$ cat src/rtl/rgb_to_hsl_pixel_assert.svh
// Assertion macros for the RGB to HSL pixel converter RTL, used by the division cell.
`ifndef RGB_TO_HSL_PIXEL_ASSERT_SVH
`define RGB_TO_HSL_PIXEL_ASSERT_SVH

// Same-cycle implication, clocked on clk, off while arst_n is low.
`define RTHP_ASSERT_NOW(lbl, ante, cons) \
	lbl: assert property (@(posedge clk) disable iff (!arst_n) (ante) |-> (cons)) \
		else $error("rthp assertion failed");

// Next-cycle implication, clocked on clk, off while arst_n is low.
`define RTHP_ASSERT_NXT(lbl, ante, cons) \
	lbl: assert property (@(posedge clk) disable iff (!arst_n) (ante) |=> (cons)) \
		else $error("rthp assertion failed");

`endif

$ cat src/rtl/rthp_pkg.sv
// Types and constants shared by the RGB to HSL pixel converter.
package rthp_pkg;

	localparam int CH_W   = 8;            // channel and result width
	localparam int QUO_W  = 8;            // quotient bits, one division cell each
	localparam int SUM_W  = CH_W + 1;     // max + min
	localparam int NUM_W  = CH_W + 3;     // hue numerator and 6*d
	localparam int REM_W  = NUM_W + CH_W; // 255 * hue numerator
	localparam int DSH_W  = NUM_W + QUO_W - 1; // divisor aligned to top quotient bit

	localparam logic [SUM_W-1:0] FULL_SCALE  = SUM_W'(255);
	localparam logic [SUM_W-1:0] TWICE_SCALE = SUM_W'(510);

	typedef struct packed {
		logic [CH_W-1:0] red;
		logic [CH_W-1:0] green;
		logic [CH_W-1:0] blue;
	} rthp_pixel_t;

	typedef struct packed {
		logic [CH_W-1:0] hue;
		logic [CH_W-1:0] saturation;
		logic [CH_W-1:0] lightness;
	} rthp_hsl_t;

	// One restoring-division lane: partial remainder, shifted divisor, quotient so far.
	typedef struct packed {
		logic [REM_W-1:0] rem;
		logic [DSH_W-1:0] dsh;
		logic [QUO_W-1:0] quo;
	} rthp_lane_t;

	typedef struct packed {
		rthp_lane_t      hue;
		rthp_lane_t      sat;
		logic [CH_W-1:0] lightness;
	} rthp_stage_t;

endpackage

$ cat src/rtl/rgb_to_hsl_pixel.sv
// RGB to HSL pixel converter: top level, front stage plus a chain of division cells.
// One pixel in, one HSL result out, with a throughput of one pixel per clock while
// hsl_ready does not stall the output. The first register stage finds the channel
// maximum and minimum, lightness, and the dividends and divisors for hue and
// saturation; eight identical division cells follow, each resolving one quotient
// bit of both divisions (restoring, most significant bit first), and the last cell's
// register drives the output. Every stage has its own valid bit and takes a new
// pixel whenever it is empty or its successor is taking its contents, so bubbles
// close up and a stalled output holds only as many pixels as there are stages. A
// grey pixel yields zero hue and saturation; on a tied maximum red wins, then green.
// No state survives between pixels and no configuration exists.
module rgb_to_hsl_pixel import rthp_pkg::*; (
	input  logic        clk,
	input  logic        arst_n,
	input  logic        pixel_valid,
	output logic        pixel_ready,
	input  rthp_pixel_t pixel,
	output logic        hsl_valid,
	input  logic        hsl_ready,
	output rthp_hsl_t   hsl
);

	// Stage k feeds cell k; stage 0 comes from the front stage.
	logic        stg_valid [QUO_W+1];
	logic        stg_ready [QUO_W+1];
	rthp_stage_t stg_data  [QUO_W+1];

	rthp_prep u_prep (
		.clk       (clk),
		.arst_n    (arst_n),
		.in_valid  (pixel_valid),
		.in_ready  (pixel_ready),
		.in_data   (pixel),
		.out_valid (stg_valid[0]),
		.out_ready (stg_ready[0]),
		.out_data  (stg_data[0])
	);

	// Advance one quotient bit per cell, most significant first.
	for (genvar k = 0; k < QUO_W; k++) begin : g_cell
		rthp_div_cell u_cell (
			.clk       (clk),
			.arst_n    (arst_n),
			.in_valid  (stg_valid[k]),
			.in_ready  (stg_ready[k]),
			.in_data   (stg_data[k]),
			.out_valid (stg_valid[k+1]),
			.out_ready (stg_ready[k+1]),
			.out_data  (stg_data[k+1])
		);
	end

	// The last cell's register is the output register.
	assign hsl_valid          = stg_valid[QUO_W];
	assign stg_ready[QUO_W]   = hsl_ready;
	assign hsl.hue            = stg_data[QUO_W].hue.quo;
	assign hsl.saturation     = stg_data[QUO_W].sat.quo;
	assign hsl.lightness      = stg_data[QUO_W].lightness;

endmodule

$ cat src/rtl/rthp_prep.sv
// Front stage: channel max/min, lightness, and dividend/divisor setup for both lanes.
module rthp_prep import rthp_pkg::*; (
	input  logic        clk,
	input  logic        arst_n,
	input  logic        in_valid,
	output logic        in_ready,
	input  rthp_pixel_t in_data,
	output logic        out_valid,
	input  logic        out_ready,
	output rthp_stage_t out_data
);

	logic              red_max, grn_max, grey;
	logic [CH_W-1:0]   mx, mn, d;
	logic [SUM_W-1:0]  sum, den;
	logic [NUM_W-1:0]  r_x, g_x, b_x, d_x, d2, d4, d6, num, hue_div;
	logic [CH_W-1:0]   sat_div;
	rthp_stage_t       nxt;
	logic              valid_q;
	rthp_stage_t       data_q;

	always_comb begin
		red_max = (in_data.red >= in_data.green) && (in_data.red >= in_data.blue);
		grn_max = !red_max && (in_data.green >= in_data.blue);
		mx = red_max ? in_data.red : (grn_max ? in_data.green : in_data.blue);
		if ((in_data.red <= in_data.green) && (in_data.red <= in_data.blue)) begin
			mn = in_data.red;
		end else if (in_data.green <= in_data.blue) begin
			mn = in_data.green;
		end else begin
			mn = in_data.blue;
		end
		d    = mx - mn;
		grey = (d == '0);
		sum  = {1'b0, mx} + {1'b0, mn};
		den  = (sum <= FULL_SCALE) ? sum : (TWICE_SCALE - sum);

		r_x = NUM_W'(in_data.red);
		g_x = NUM_W'(in_data.green);
		b_x = NUM_W'(in_data.blue);
		d_x = NUM_W'(d);
		d2  = d_x << 1;
		d4  = d_x << 2;
		d6  = d4 + d2;

		// Offset the sector so the hue numerator never goes negative.
		if (red_max) begin
			num = (in_data.green < in_data.blue) ? (g_x + d6 - b_x) : (g_x - b_x);
		end else if (grn_max) begin
			num = b_x + d2 - r_x;
		end else begin
			num = r_x + d4 - g_x;
		end

		// A grey pixel has a zero numerator; a divisor of one keeps the quotient zero.
		hue_div = grey ? NUM_W'(1) : d6;
		sat_div = grey ? CH_W'(1) : den[CH_W-1:0];

		nxt.hue.rem   = {num, {CH_W{1'b0}}} - REM_W'(num);
		nxt.hue.dsh   = {hue_div, {(QUO_W-1){1'b0}}};
		nxt.hue.quo   = '0;
		nxt.sat.rem   = REM_W'({d, {CH_W{1'b0}}} - {{CH_W{1'b0}}, d});
		nxt.sat.dsh   = DSH_W'({sat_div, {(QUO_W-1){1'b0}}});
		nxt.sat.quo   = '0;
		nxt.lightness = sum[SUM_W-1:1];
	end

	assign in_ready = !valid_q || out_ready;

	always_ff @(posedge clk or negedge arst_n) begin
		if (!arst_n) begin
			valid_q <= 1'b0;
		end else if (in_valid && in_ready) begin
			valid_q <= 1'b1;
		end else if (out_ready) begin
			valid_q <= 1'b0;
		end
	end

	always_ff @(posedge clk) begin
		if (in_valid && in_ready) begin
			data_q <= nxt;
		end
	end

	assign out_valid = valid_q;
	assign out_data  = data_q;

endmodule

$ cat src/rtl/rthp_div_cell.sv
// Division cell: resolves one quotient bit for the hue and saturation lanes.
module rthp_div_cell import rthp_pkg::*; (
	input  logic        clk,
	input  logic        arst_n,
	input  logic        in_valid,
	output logic        in_ready,
	input  rthp_stage_t in_data,
	output logic        out_valid,
	input  logic        out_ready,
	output rthp_stage_t out_data
);

	`include "rgb_to_hsl_pixel_assert.svh"

	logic        hue_ge, sat_ge;
	rthp_stage_t nxt;
	logic        valid_q;
	rthp_stage_t data_q;

	always_comb begin
		hue_ge = in_data.hue.rem >= REM_W'(in_data.hue.dsh);
		sat_ge = in_data.sat.rem >= REM_W'(in_data.sat.dsh);

		nxt.hue.rem   = hue_ge ? (in_data.hue.rem - REM_W'(in_data.hue.dsh)) : in_data.hue.rem;
		nxt.hue.dsh   = in_data.hue.dsh >> 1;
		nxt.hue.quo   = {in_data.hue.quo[QUO_W-2:0], hue_ge};
		nxt.sat.rem   = sat_ge ? (in_data.sat.rem - REM_W'(in_data.sat.dsh)) : in_data.sat.rem;
		nxt.sat.dsh   = in_data.sat.dsh >> 1;
		nxt.sat.quo   = {in_data.sat.quo[QUO_W-2:0], sat_ge};
		nxt.lightness = in_data.lightness;
	end

	assign in_ready = !valid_q || out_ready;

	always_ff @(posedge clk or negedge arst_n) begin
		if (!arst_n) begin
			valid_q <= 1'b0;
		end else if (in_valid && in_ready) begin
			valid_q <= 1'b1;
		end else if (out_ready) begin
			valid_q <= 1'b0;
		end
	end

	always_ff @(posedge clk) begin
		if (in_valid && in_ready) begin
			data_q <= nxt;
		end
	end

	assign out_valid = valid_q;
	assign out_data  = data_q;

	// Restoring division needs the remainder below twice the current divisor.
	`RTHP_ASSERT_NOW(a_hue_rem_bound, in_valid, in_data.hue.rem < {in_data.hue.dsh, 1'b0})
	`RTHP_ASSERT_NOW(a_sat_rem_bound, in_valid, in_data.sat.rem < {in_data.sat.dsh, 1'b0})
	`RTHP_ASSERT_NXT(a_take_fills, in_valid && in_ready, out_valid)
	`RTHP_ASSERT_NXT(a_stall_keeps, out_valid && !out_ready, out_valid && $stable(out_data))

endmodule
$ cat config.mk
export PLATFORM = sky130hd
export DESIGN_NAME = rgb_to_hsl_pixel
export DESIGN_NICKNAME = d
export VERILOG_FILES = /design/src/rtl/rthp_pkg.sv /design/src/rtl/rgb_to_hsl_pixel.sv /design/src/rtl/rthp_prep.sv /design/src/rtl/rthp_div_cell.sv
export VERILOG_INCLUDE_DIRS = /design/src /design/src/rtl
export SDC_FILE = /design/constraint.sdc
export NUM_CORES = 1
export LEC_CHECK = 0
export ABC_CLOCK_PERIOD_IN_PS = 16149
export CORE_MARGIN = 1
export CORE_UTILIZATION = 55
export CTS_CLUSTER_DIAMETER = 150
export DETAILED_ROUTE_END_ITERATION = 8
export DONT_BUFFER_PORTS = 1
export PLACE_DENSITY = 0.67
export SETUP_SLACK_MARGIN = 0.05
export SLEW_MARGIN = 10
export SYNTH_ARGS = -nofsm -noshare
export SYNTH_HDL_FRONTEND = slang
export SYNTH_SLANG_ARGS = --single-unit
$ cat constraint.sdc
create_clock -name clk -period 16.15 [get_ports clk]
set_input_delay 1.615 -clock clk [delete_from_list [all_inputs] [get_ports clk]]
set_output_delay 1.615 -clock clk [all_outputs]
set_load 0.01 [all_outputs]
* After elaboration in Yosys (flattened, before gate mapping)
Index checks and enable logic that the tools add are counted.
** Storage, ports and cells
- Bits in registers :: 609
- Bits of input ports :: 28
- Output and inout port bits :: 26
** Cells by class
- Add/subtract/negate cells :: 27
- $lt $le $gt $ge :: 24
- Mux-type cells :: 40
- Reduce and logical (&&, ||, !) cells :: 41
** Operators by type and width (number)
- 19-bit two-way mux :: 14
- 8-bit two-way mux :: 5
- 19-bit by 11-bit greater-or-equal comparator with 1-bit output :: 2
- 19-bit by 12-bit greater-or-equal comparator with 1-bit output :: 2
- 19-bit by 13-bit greater-or-equal comparator with 1-bit output :: 2
- 19-bit by 14-bit greater-or-equal comparator with 1-bit output :: 2
- 19-bit by 15-bit greater-or-equal comparator with 1-bit output :: 2
- 19-bit by 11-bit subtractor with 19-bit output :: 2
- 19-bit by 12-bit subtractor with 19-bit output :: 2
- 19-bit by 13-bit subtractor with 19-bit output :: 2
- 19-bit by 14-bit subtractor with 19-bit output :: 2
- 19-bit by 15-bit subtractor with 19-bit output :: 2
- 11-bit two-way mux :: 3
- 11-bit by 8-bit subtractor with 11-bit output :: 3
- 8-bit greater-or-equal comparator :: 3
- 8-bit <= comparator :: 3
- 19-bit by 10-bit greater-or-equal comparator with 1-bit output :: 1
- 19-bit by 16-bit greater-or-equal comparator with 1-bit output :: 1
- 19-bit by 17-bit greater-or-equal comparator with 1-bit output :: 1
- 19-bit by 18-bit greater-or-equal comparator with 1-bit output :: 1
- 19-bit by 8-bit greater-or-equal comparator with 1-bit output :: 1
- 19-bit by 9-bit greater-or-equal comparator with 1-bit output :: 1
- 19-bit by 10-bit subtractor with 19-bit output :: 1
- 19-bit by 16-bit subtractor with 19-bit output :: 1
- 20 further kinds :: 73

* Longest topological paths before layout
Gate-level depths: netlist of run 1.
- Depth in word-level cells :: 13
- Mapped depth :: 44
- Gate-level depth less buffers :: 41

* Cells and area by module
Synthesis of run 1 repeated with hierarchy kept, for this count alone.
** Unflattened totals
- Cells, all modules :: 4570
- Area, all modules :: 52347.7 sq um
** Modules (own cells, without submodules)
- rthp_div_cell at g_cell[2].u_cell ... :: times used 4, cells an instance 464, area an instance 5615.4 sq um, seq. area each 2907.8 sq um
- rthp_div_cell at g_cell[6].u_cell ... :: times used 2, cells an instance 480, area an instance 5758.0 sq um, seq. area each 2907.8 sq um
- rthp_prep :: times used 1, cells an instance 781, area an instance 7224.4 sq um, seq. area each 1916.8 sq um
- rthp_div_cell at g_cell[1].u_cell :: times used 1, cells an instance 499, area an instance 5758.0 sq um, seq. area each 2907.8 sq um
- rthp_div_cell at g_cell[0].u_cell :: times used 1, cells an instance 474, area an instance 5387.7 sq um, seq. area each 2907.8 sq um

* Least setup slack after synthesis of run 1
Ideal clock, no wire load.
- Path kind :: input-to-reg
- From :: input port pixel[1] (netlist name)
- To :: register u_prep.data_q (netlist bit u_prep.out_data[97]), data pin
- Library setup time :: 0.260 ns
- Arrival time :: 9.674 ns
- Required time :: 15.890 ns
- Path slack :: 6.216 ns
- Stages :: 38
- Buffers on the path :: 3
- Cell sequence :: inv_1 -> ha_1 -> nor2b_1 -> o2111ai_1 -> a31o_2 -> buf_4 -> buf_2 -> nor2_1 -> clkbuf_1 -> o21ai_0 -> a21oi_1 -> inv_1 -> fa_1 -> or2_1 -> a211o_1 -> a211oi_2 -> inv_1 -> ha_1 -> (+2 left out) -> a21oi_1 -> fa_1 -> ha_1 -> a31o_2 -> a21oi_1 -> xnor2_1 -> a21oi_1 -> a31oi_1 -> nand3_2 -> ha_1 -> a21o_1 -> a21oi_1 -> inv_1 -> o32ai_1 -> nand2_1 -> nor3_1 -> nand2_1 -> xor2_1
** RTL lines
- start, declared :: line rgb_to_hsl_pixel.sv:17 : input rthp_pixel_t pixel,
- end signal, assigned :: line rthp_prep.sv:82 : data_q <= nxt;
- end, declared :: line rthp_prep.sv:20 : rthp_stage_t data_q;

==> flow_results.xml, run 1 <==
<?xml version="1.0" encoding="UTF-8"?>
<metrics>
  <group name="critical_path">
    <metric name="required" unit="ns">16.52</metric>
    <metric name="worstReg2RegEnd" unit="">g_cell[4].u_cell.out_data[52]</metric>
    <metric name="worstRegToRegCells" unit="">12</metric>
    <metric name="worstPathArrival" unit="ns">11.29</metric>
    <metric name="critical_path.most_common_cell" unit="">sky130_fd_sc_hd__inv_1</metric>
    <metric name="cp_capture_type" unit="">register</metric>
    <metric name="path_max_fanout" unit="">16</metric>
    <metric name="r2r_startpoint" unit="">g_cell[3].u_cell.out_data[19]</metric>
    <metric name="setup.worst_path.start_class" unit="">primary input</metric>
    <metric name="critical-path-max-stage-delay" unit="ns">0.89</metric>
    <metric name="timing.critical_path.slowest_stage_cell" unit="">sky130_fd_sc_hd__nor2_1</metric>
    <metric name="path_class" unit="">in2reg</metric>
    <metric name="r2r_setup_slack" unit="ns">12.40</metric>
  </group>
  <group name="drt">
    <metric name="detail_route.drc_violations" unit="">0</metric>
    <metric name="drtPass1Iterations" unit="">5</metric>
    <metric name="routed_wl" unit="mm">70.5</metric>
    <metric name="routed_via_density" unit="">5.68</metric>
    <metric name="final_antenna_net_count" unit="">0</metric>
    <metric name="wire_per_inst" unit="µm">18.8</metric>
    <metric name="num_vias" unit="">21300</metric>
    <metric name="drtIter0Drc" unit="">1118</metric>
  </group>
  <group name="sta">
    <metric name="final.setup_skew" unit="ns">0.0231</metric>
    <metric name="min_period_over_period" unit="%">67.6</metric>
    <metric name="slew-limit-headroom" unit="%">19.9</metric>
    <metric name="report.final.setup_viol" unit="">0</metric>
    <metric name="max_slew.worst_pin.slew" unit="ns">1.20</metric>
    <metric name="fmax" unit="MHz">91.6</metric>
    <metric name="setup_total_negative_slack" unit="ns">0</metric>
    <metric name="setup_repair_after_global_routing_missed_its_margin" unit="">false</metric>
    <metric name="final_hold_viol_count" unit="">0</metric>
    <metric name="slew_violations" unit="">0</metric>
    <metric name="period_needed" unit="ns">10.92</metric>
  </group>
  <group name="floorplan">
    <metric name="initial_core_utilization" unit="%">56.0</metric>
    <metric name="die_y" unit="µm">248</metric>
    <metric name="dieArea" unit="µm²">61600</metric>
    <metric name="std_cell_rows" unit="">89</metric>
    <metric name="core_footprint" unit="µm²">59500</metric>
    <metric name="boundaryPins" unit="">54</metric>
    <metric name="die_w" unit="µm">248</metric>
  </group>
  <group name="placement">
    <metric name="place.gp.congestion" unit="">0.940</metric>
    <metric name="dp_hpwl" unit="mm">55.4</metric>
    <metric name="placement.io_buffers" unit="">0</metric>
  </group>
  <group name="yosys">
    <metric name="syn-instance-count" unit="">2896</metric>
    <metric name="largest_cells_by_area_after_synthesis" unit="">sky130_fd_sc_hd__edfxtp_1, sky130_fd_sc_hd__ha_1, sky130_fd_sc_hd__inv_1, sky130_fd_sc_hd__xnor2_1, sky130_fd_sc_hd__o21ai_0</metric>
    <metric name="ys_dominant_reg_cell" unit="">sky130_fd_sc_hd__edfxtp_1</metric>
    <metric name="count_of_flip_flops_with_a_built_in_enable_after_synthesis" unit="">598</metric>
    <metric name="yosysTopAreaCell" unit="">sky130_fd_sc_hd__edfxtp_1</metric>
    <metric name="asyncSetResetFlopFracSynth" unit="%">1.48</metric>
    <metric name="synthDominantCellAreaShare" unit="%">53.9</metric>
    <metric name="ys_seq_elements" unit="">607</metric>
    <metric name="seq_area_frac_synth" unit="%">54.6</metric>
    <metric name="synth.distinct_cells" unit="">95</metric>
    <metric name="syn-num-nets" unit="">3205</metric>
    <metric name="syn-cell-area" unit="µm²">33300</metric>
    <metric name="ys_warn_count" unit="">0</metric>
    <metric name="synth.avg_cell_area" unit="µm²">11.5</metric>
  </group>
  <group name="global_route">
    <metric name="grt.overflow.total" unit="">0</metric>
    <metric name="largest_net_degree_at_the_start_of_global_routing" unit="">78</metric>
    <metric name="total_global_route_track_usage" unit="%">23.2</metric>
    <metric name="grt_antenna_before_repair" unit="">0</metric>
    <metric name="number_of_global_route_vias_before_repair" unit="">21100</metric>
    <metric name="grt_pass1_wl" unit="mm">111</metric>
  </group>
  <group name="layout">
    <metric name="layout.cells.most_common" unit="">sky130_fd_sc_hd__edfxtp_1</metric>
    <metric name="drive_gt1_share" unit="%">5.81</metric>
    <metric name="nNetsFinal" unit="">3236</metric>
    <metric name="mostFrequentLayoutCells" unit="">sky130_fd_sc_hd__edfxtp_1, sky130_fd_sc_hd__inv_1, sky130_fd_sc_hd__ha_1</metric>
    <metric name="nFillCells" unit="">4668</metric>
    <metric name="area.sequential" unit="µm²">18200</metric>
    <metric name="multi_input_comb_area" unit="µm²">13900</metric>
    <metric name="synthToLayoutAreaGrowth" unit="%">8.93</metric>
    <metric name="antenna_cells_inserted" unit="">0</metric>
  </group>
  <group name="clock_tree">
    <metric name="cts_buffers" unit="">59</metric>
    <metric name="clk_root_buffer_cell" unit="">sky130_fd_sc_hd__clkbuf_16</metric>
    <metric name="htreeDepth" unit="">2</metric>
    <metric name="postCtsSetupRepairBufs" unit="">0</metric>
    <metric name="tritoncts_num_sinks" unit="">607</metric>
    <metric name="cts_resized" unit="">0</metric>
    <metric name="clk_pin_slew" unit="ns">0.06</metric>
    <metric name="postCtsHoldBufs" unit="">0</metric>
    <metric name="tritoncts" unit="">built</metric>
    <metric name="cts-root-to-sink-buffers" unit="">3</metric>
    <metric name="clkLatencyLatePin" unit="ns">0.62</metric>
  </group>
  <group name="min_path">
    <metric name="worst_hold_path.endpoint" unit="">g_cell[2].u_cell.out_data[4]</metric>
    <metric name="worst_hold_path_type" unit="">reg2reg</metric>
    <metric name="worstHoldPathCells" unit="">0</metric>
    <metric name="timing.hold.worst.start" unit="">g_cell[1].u_cell.out_data[4]</metric>
  </group>
  <group name="job">
    <metric name="drv.max_cap_violation_count" unit="">0</metric>
  </group>
  <group name="run_status">
    <metric name="status" unit="">finished clean</metric>
  </group>
</metrics>
==> kinds of logic (layout without fill, tap and decap cells) <==
group / count (synthesis) / count (layout) / synth area share (%)
AOI/OAI and AO/OA: 621 / 621 / 11.8
xor gates and xnor gates: 191 / 191 / 5.10
adders and majority gates: 281 / 281 / 11.4
buffers and inverters: 360 / 440 / 4.12
DFF: 607 / 607 / 54.6
muxes: 26 / 26 / 0.822
other: 1 / 1 / 0.0113
and+or+nand+nor: 809 / 809 / 12.2
==> worst max path at each step <==
stage	start	end	cells after the start
detailed placement	pixel[2]	u_prep.out_data[97]	37
global placement	pixel[1]	u_prep.out_data[97]	36
global route	pixel[1]	u_prep.out_data[97]	38
CTS	pixel[2]	u_prep.out_data[97]	35
finish	pixel[2]	u_prep.out_data[97]	37
floorplan	pixel[1]	u_prep.out_data[97]	38
==> flip-flops by register name, summed over array words and instances, names as in the netlist <==
register,cells
g_cell.u_cell.out_valid,8
u_prep.out_valid,1
u_prep.out_data,63
g_cell.u_cell.out_data,535
==> Yosys cell counts, drive strengths merged (7+ instances only) <==
| cell | count |
|---|---|
| nand4b | 14 |
| clkbuf | 33 |
| nand3b | 12 |
| nand2b | 51 |
| nand4 | 26 |
| dfrtp | 9 |
| nor3 | 57 |
| xor2 | 62 |
| nand2 | 213 |
| o211ai | 9 |
| a2111oi | 8 |
| ha | 245 |
| xnor2 | 129 |
| or4 | 11 |
| nor2 | 199 |
| a31oi | 18 |
| inv | 316 |
| nor4 | 26 |
| a21oi | 158 |
| edfxtp | 598 |
| and3 | 19 |
| or3 | 23 |
| fa | 36 |
| mux2 | 11 |
| o21a | 26 |
| o21ai | 188 |
| a211oi | 18 |
| a31o | 7 |
| nor2b | 63 |
| o22ai | 8 |
| a21boi | 38 |
| a21o | 55 |
| a211o | 12 |
| o31ai | 30 |
| mux2i | 15 |
| buf | 11 |
| nand3 | 38 |
| and2 | 19 |
| or2 | 16 |
==> routing by layer <==
metal / GRT usage [%] / vias to the layer above / share of wire, %
met1: 26.6 / 10200 / 41
met5: 0 / - / 0
met2: 43.2 / 452 / 52
met4: 8.68 / 0 / 3.4
li1: - / 10500 / -
met3: 3.48 / 126 / 4.0
==> final cells by class <==
class / instances / share of cell area [%]
clock inverter: 32 / 1.06
inverter: 316 / 3.27
sequential: 607 / 50.1
clock buffer: 78 / 4.43
multi-input combinational: 1929 / 38.2
timing repair buffer: 14 / 0.290
tap: 773 / 2.67
==> worst max-delay path: cells and delay by family <==
family,cells,cell delay (ns)
buffers and inverters,5,0.77
adders and majority gates,5,1.79
AOI/OAI and AO/OA,13,3.26
and+or+nand+nor,10,2.98
xor gates and xnor gates,3,0.75
muxes,1,0.10
==> per-stage QoR <==
| stage | hold slack (ns) | cell area (µm²) | setup slack, ns | utilization [%] | instances |
|---|---|---|---|---|---|
| 4_1_cts | 0.396 | 36300 | 5.36 | 61.0 | 3749 |
| 5_1_grt | 0.403 | 36300 | 4.41 | 61.0 | 3749 |
| 2_1_floorplan | 0.400 | 33300 | 6.22 | - | 2896 |
| 3_5_place_dp | 0.405 | 34300 | 4.71 | 57.7 | 3639 |
| 6_report | 0.395 | 36300 | 5.23 | 61.0 | 3749 |
| 3_3_place_gp | 0.401 | 34300 | 4.80 | 57.7 | 3639 |
Power of run 1 is not shown: default switching activity piles up to over one toggle a cycle in this logic, so the estimate is an artifact.
==> run 2, diff against run 1 <==
- ABC_CLOCK_PERIOD_IN_PS: 16149 -> 9300
- PLACE_DENSITY: 0.67 -> 0.7
- clock period: 16.15 -> 9.3 ns (I/O delays scaled with it)
==> flow_results.xml, run 2 (synthesis gave the netlist of run 1 again) <==
<?xml version="1.0" encoding="UTF-8"?>
<metrics>
  <group name="layout">
    <metric name="antenna_cells_inserted" unit="">0</metric>
    <metric name="mostFrequentLayoutCells" unit="">sky130_fd_sc_hd__edfxtp_1, sky130_fd_sc_hd__inv_1, sky130_fd_sc_hd__ha_1</metric>
    <metric name="largest_reg_flops" unit="">535</metric>
    <metric name="drive_gt1_share" unit="%">6.78</metric>
    <metric name="layout.cells.most_common" unit="">sky130_fd_sc_hd__edfxtp_1</metric>
    <metric name="synthToLayoutAreaGrowth" unit="%">9.29</metric>
    <metric name="nNetsFinal" unit="">3270</metric>
  </group>
  <group name="run_status">
    <metric name="status" unit="">finished clean</metric>
  </group>
  <group name="sta">
    <metric name="slew-limit-headroom" unit="%">18.8</metric>
    <metric name="slew_violations" unit="">0</metric>
    <metric name="final.setup_skew" unit="ns">0.0104</metric>
    <metric name="setup_total_negative_slack" unit="ns">0</metric>
    <metric name="final_hold_viol_count" unit="">0</metric>
    <metric name="min_period_over_period" unit="%">91.8</metric>
    <metric name="setup_repair_after_global_routing_missed_its_margin" unit="">false</metric>
    <metric name="period_needed" unit="ns">8.54</metric>
    <metric name="report.final.setup_viol" unit="">0</metric>
    <metric name="fmax" unit="MHz">117</metric>
    <metric name="max_slew.worst_pin.slew" unit="ns">1.21</metric>
  </group>
  <group name="floorplan">
    <metric name="die_w" unit="µm">248</metric>
    <metric name="boundaryPins" unit="">54</metric>
    <metric name="std_cell_rows" unit="">89</metric>
    <metric name="initial_core_utilization" unit="%">56.0</metric>
    <metric name="core_footprint" unit="µm²">59500</metric>
    <metric name="die_y" unit="µm">248</metric>
    <metric name="dieArea" unit="µm²">61600</metric>
  </group>
  <group name="clock_tree">
    <metric name="cts_buffers" unit="">57</metric>
    <metric name="cts-root-to-sink-buffers" unit="">3</metric>
    <metric name="tritoncts_num_sinks" unit="">607</metric>
    <metric name="htreeDepth" unit="">2</metric>
    <metric name="clk_pin_slew" unit="ns">0.06</metric>
    <metric name="tritoncts" unit="">built</metric>
    <metric name="clk_root_buffer_cell" unit="">sky130_fd_sc_hd__clkbuf_16</metric>
    <metric name="clkLatencyLatePin" unit="ns">0.60</metric>
  </group>
  <group name="global_route">
    <metric name="number_of_global_route_vias_before_repair" unit="">21100</metric>
    <metric name="grt_pass1_wl" unit="mm">105</metric>
    <metric name="largest_net_degree_at_the_start_of_global_routing" unit="">78</metric>
    <metric name="grt_antenna_before_repair" unit="">0</metric>
    <metric name="total_global_route_track_usage" unit="%">21.6</metric>
    <metric name="grt.overflow.total" unit="">0</metric>
  </group>
  <group name="critical_path">
    <metric name="critical-path-max-stage-delay" unit="ns">0.46</metric>
    <metric name="setup.worst_path.start_class" unit="">primary input</metric>
    <metric name="path_class" unit="">in2reg</metric>
    <metric name="critical_path.most_common_cell" unit="">sky130_fd_sc_hd__a21oi_1</metric>
    <metric name="timing.critical_path.slowest_stage_cell" unit="">sky130_fd_sc_hd__a2111oi_2</metric>
    <metric name="path_max_fanout" unit="">9</metric>
    <metric name="cp_capture_type" unit="">register</metric>
    <metric name="required" unit="ns">9.64</metric>
    <metric name="worstPathArrival" unit="ns">8.88</metric>
  </group>
  <group name="drt">
    <metric name="wire_per_inst" unit="µm">17.5</metric>
    <metric name="final_antenna_net_count" unit="">0</metric>
    <metric name="routed_via_density" unit="">5.61</metric>
    <metric name="drtPass1Iterations" unit="">6</metric>
    <metric name="detail_route.drc_violations" unit="">0</metric>
    <metric name="routed_wl" unit="mm">66.2</metric>
    <metric name="drtIter0Drc" unit="">1213</metric>
    <metric name="num_vias" unit="">21200</metric>
  </group>
  <group name="min_path">
    <metric name="worst_hold_path_type" unit="">reg2reg</metric>
  </group>
  <group name="placement">
    <metric name="dp_hpwl" unit="mm">51.7</metric>
    <metric name="place.gp.congestion" unit="">0.944</metric>
    <metric name="placement.io_buffers" unit="">0</metric>
  </group>
  <group name="job">
    <metric name="drv.max_cap_violation_count" unit="">0</metric>
  </group>
</metrics>
-- run 2: critical path, delay by kind of cell --
| family | cells | cell delay [ns] |
|---|---|---|
| AOI/OAI and AO/OA | 16 | 3.46 |
| adders and majority gates | 6 | 2.09 |
| and+or+nand+nor | 7 | 1.04 |
| xor gates and xnor gates | 4 | 0.70 |
| buffers and inverters | 6 | 0.66 |
-- run 2: final timing paths --
path	start	end	slack [ns]	cells after the start
worst max-delay path	pixel[6]	u_prep.out_data[97]	0.76	39
min in group asynchronous	arst_n	g_cell[6].u_cell.out_valid	0.72	1
worst min-delay path	g_cell[2].u_cell.out_data[2]	g_cell[3].u_cell.out_data[2]	0.42	0
worst max register to register	g_cell[3].u_cell.out_data[64]	g_cell[4].u_cell.out_data[89]	5.57	11
max in group asynchronous	arst_n	g_cell[3].u_cell.out_valid	8.26	1
worst min register to register	g_cell[2].u_cell.out_data[2]	g_cell[3].u_cell.out_data[2]	0.42	0
-- run 2: per-layer routing --
metal / share of wire [%] / GRT usage [%]
met1: 41 / 24.4
met2: 52 / 41.1
met3: 3.7 / 3.09
met4: 3.6 / 7.94
met5: 0 / 0
-- run 2: cell type report --
cell class                      count  area, µm²
Multi-Input combinational cell   1929      13900
Sequential cell                   607      18200
Timing Repair Buffer               50        378
Tap cell                          773        967
Clock inverter                     41        324
Clock buffer                       65       1500
Fill cell                        4576      23100
Inverter                          316       1190
-- run 2: what timing repair did --
item                                    in CTS  in global routing
resized for setup                            0                  2
buffers inserted                             0                  2
hold endpoints to repair                     9                  0
hold buffers                                 1                  0
endpoints found under the setup margin       0                  1
-- run 2: metrics by stage --
step	setup WS, ns	utilization, %	instances	cell area (µm²)	hold WS (ns)
6_report	0.762	61.2	3781	36400	0.415
5_1_grt	0.0541	61.2	3781	36400	0.419
3_3_place_gp	0.000277	58.1	3672	34500	0.400
3_5_place_dp	-0.131	58.1	3672	34500	0.405
2_1_floorplan	0.0512	-	2896	33300	0.400
4_1_cts	0.455	61.2	3779	36400	0.404
Power of run 2 is left out for the same reason.
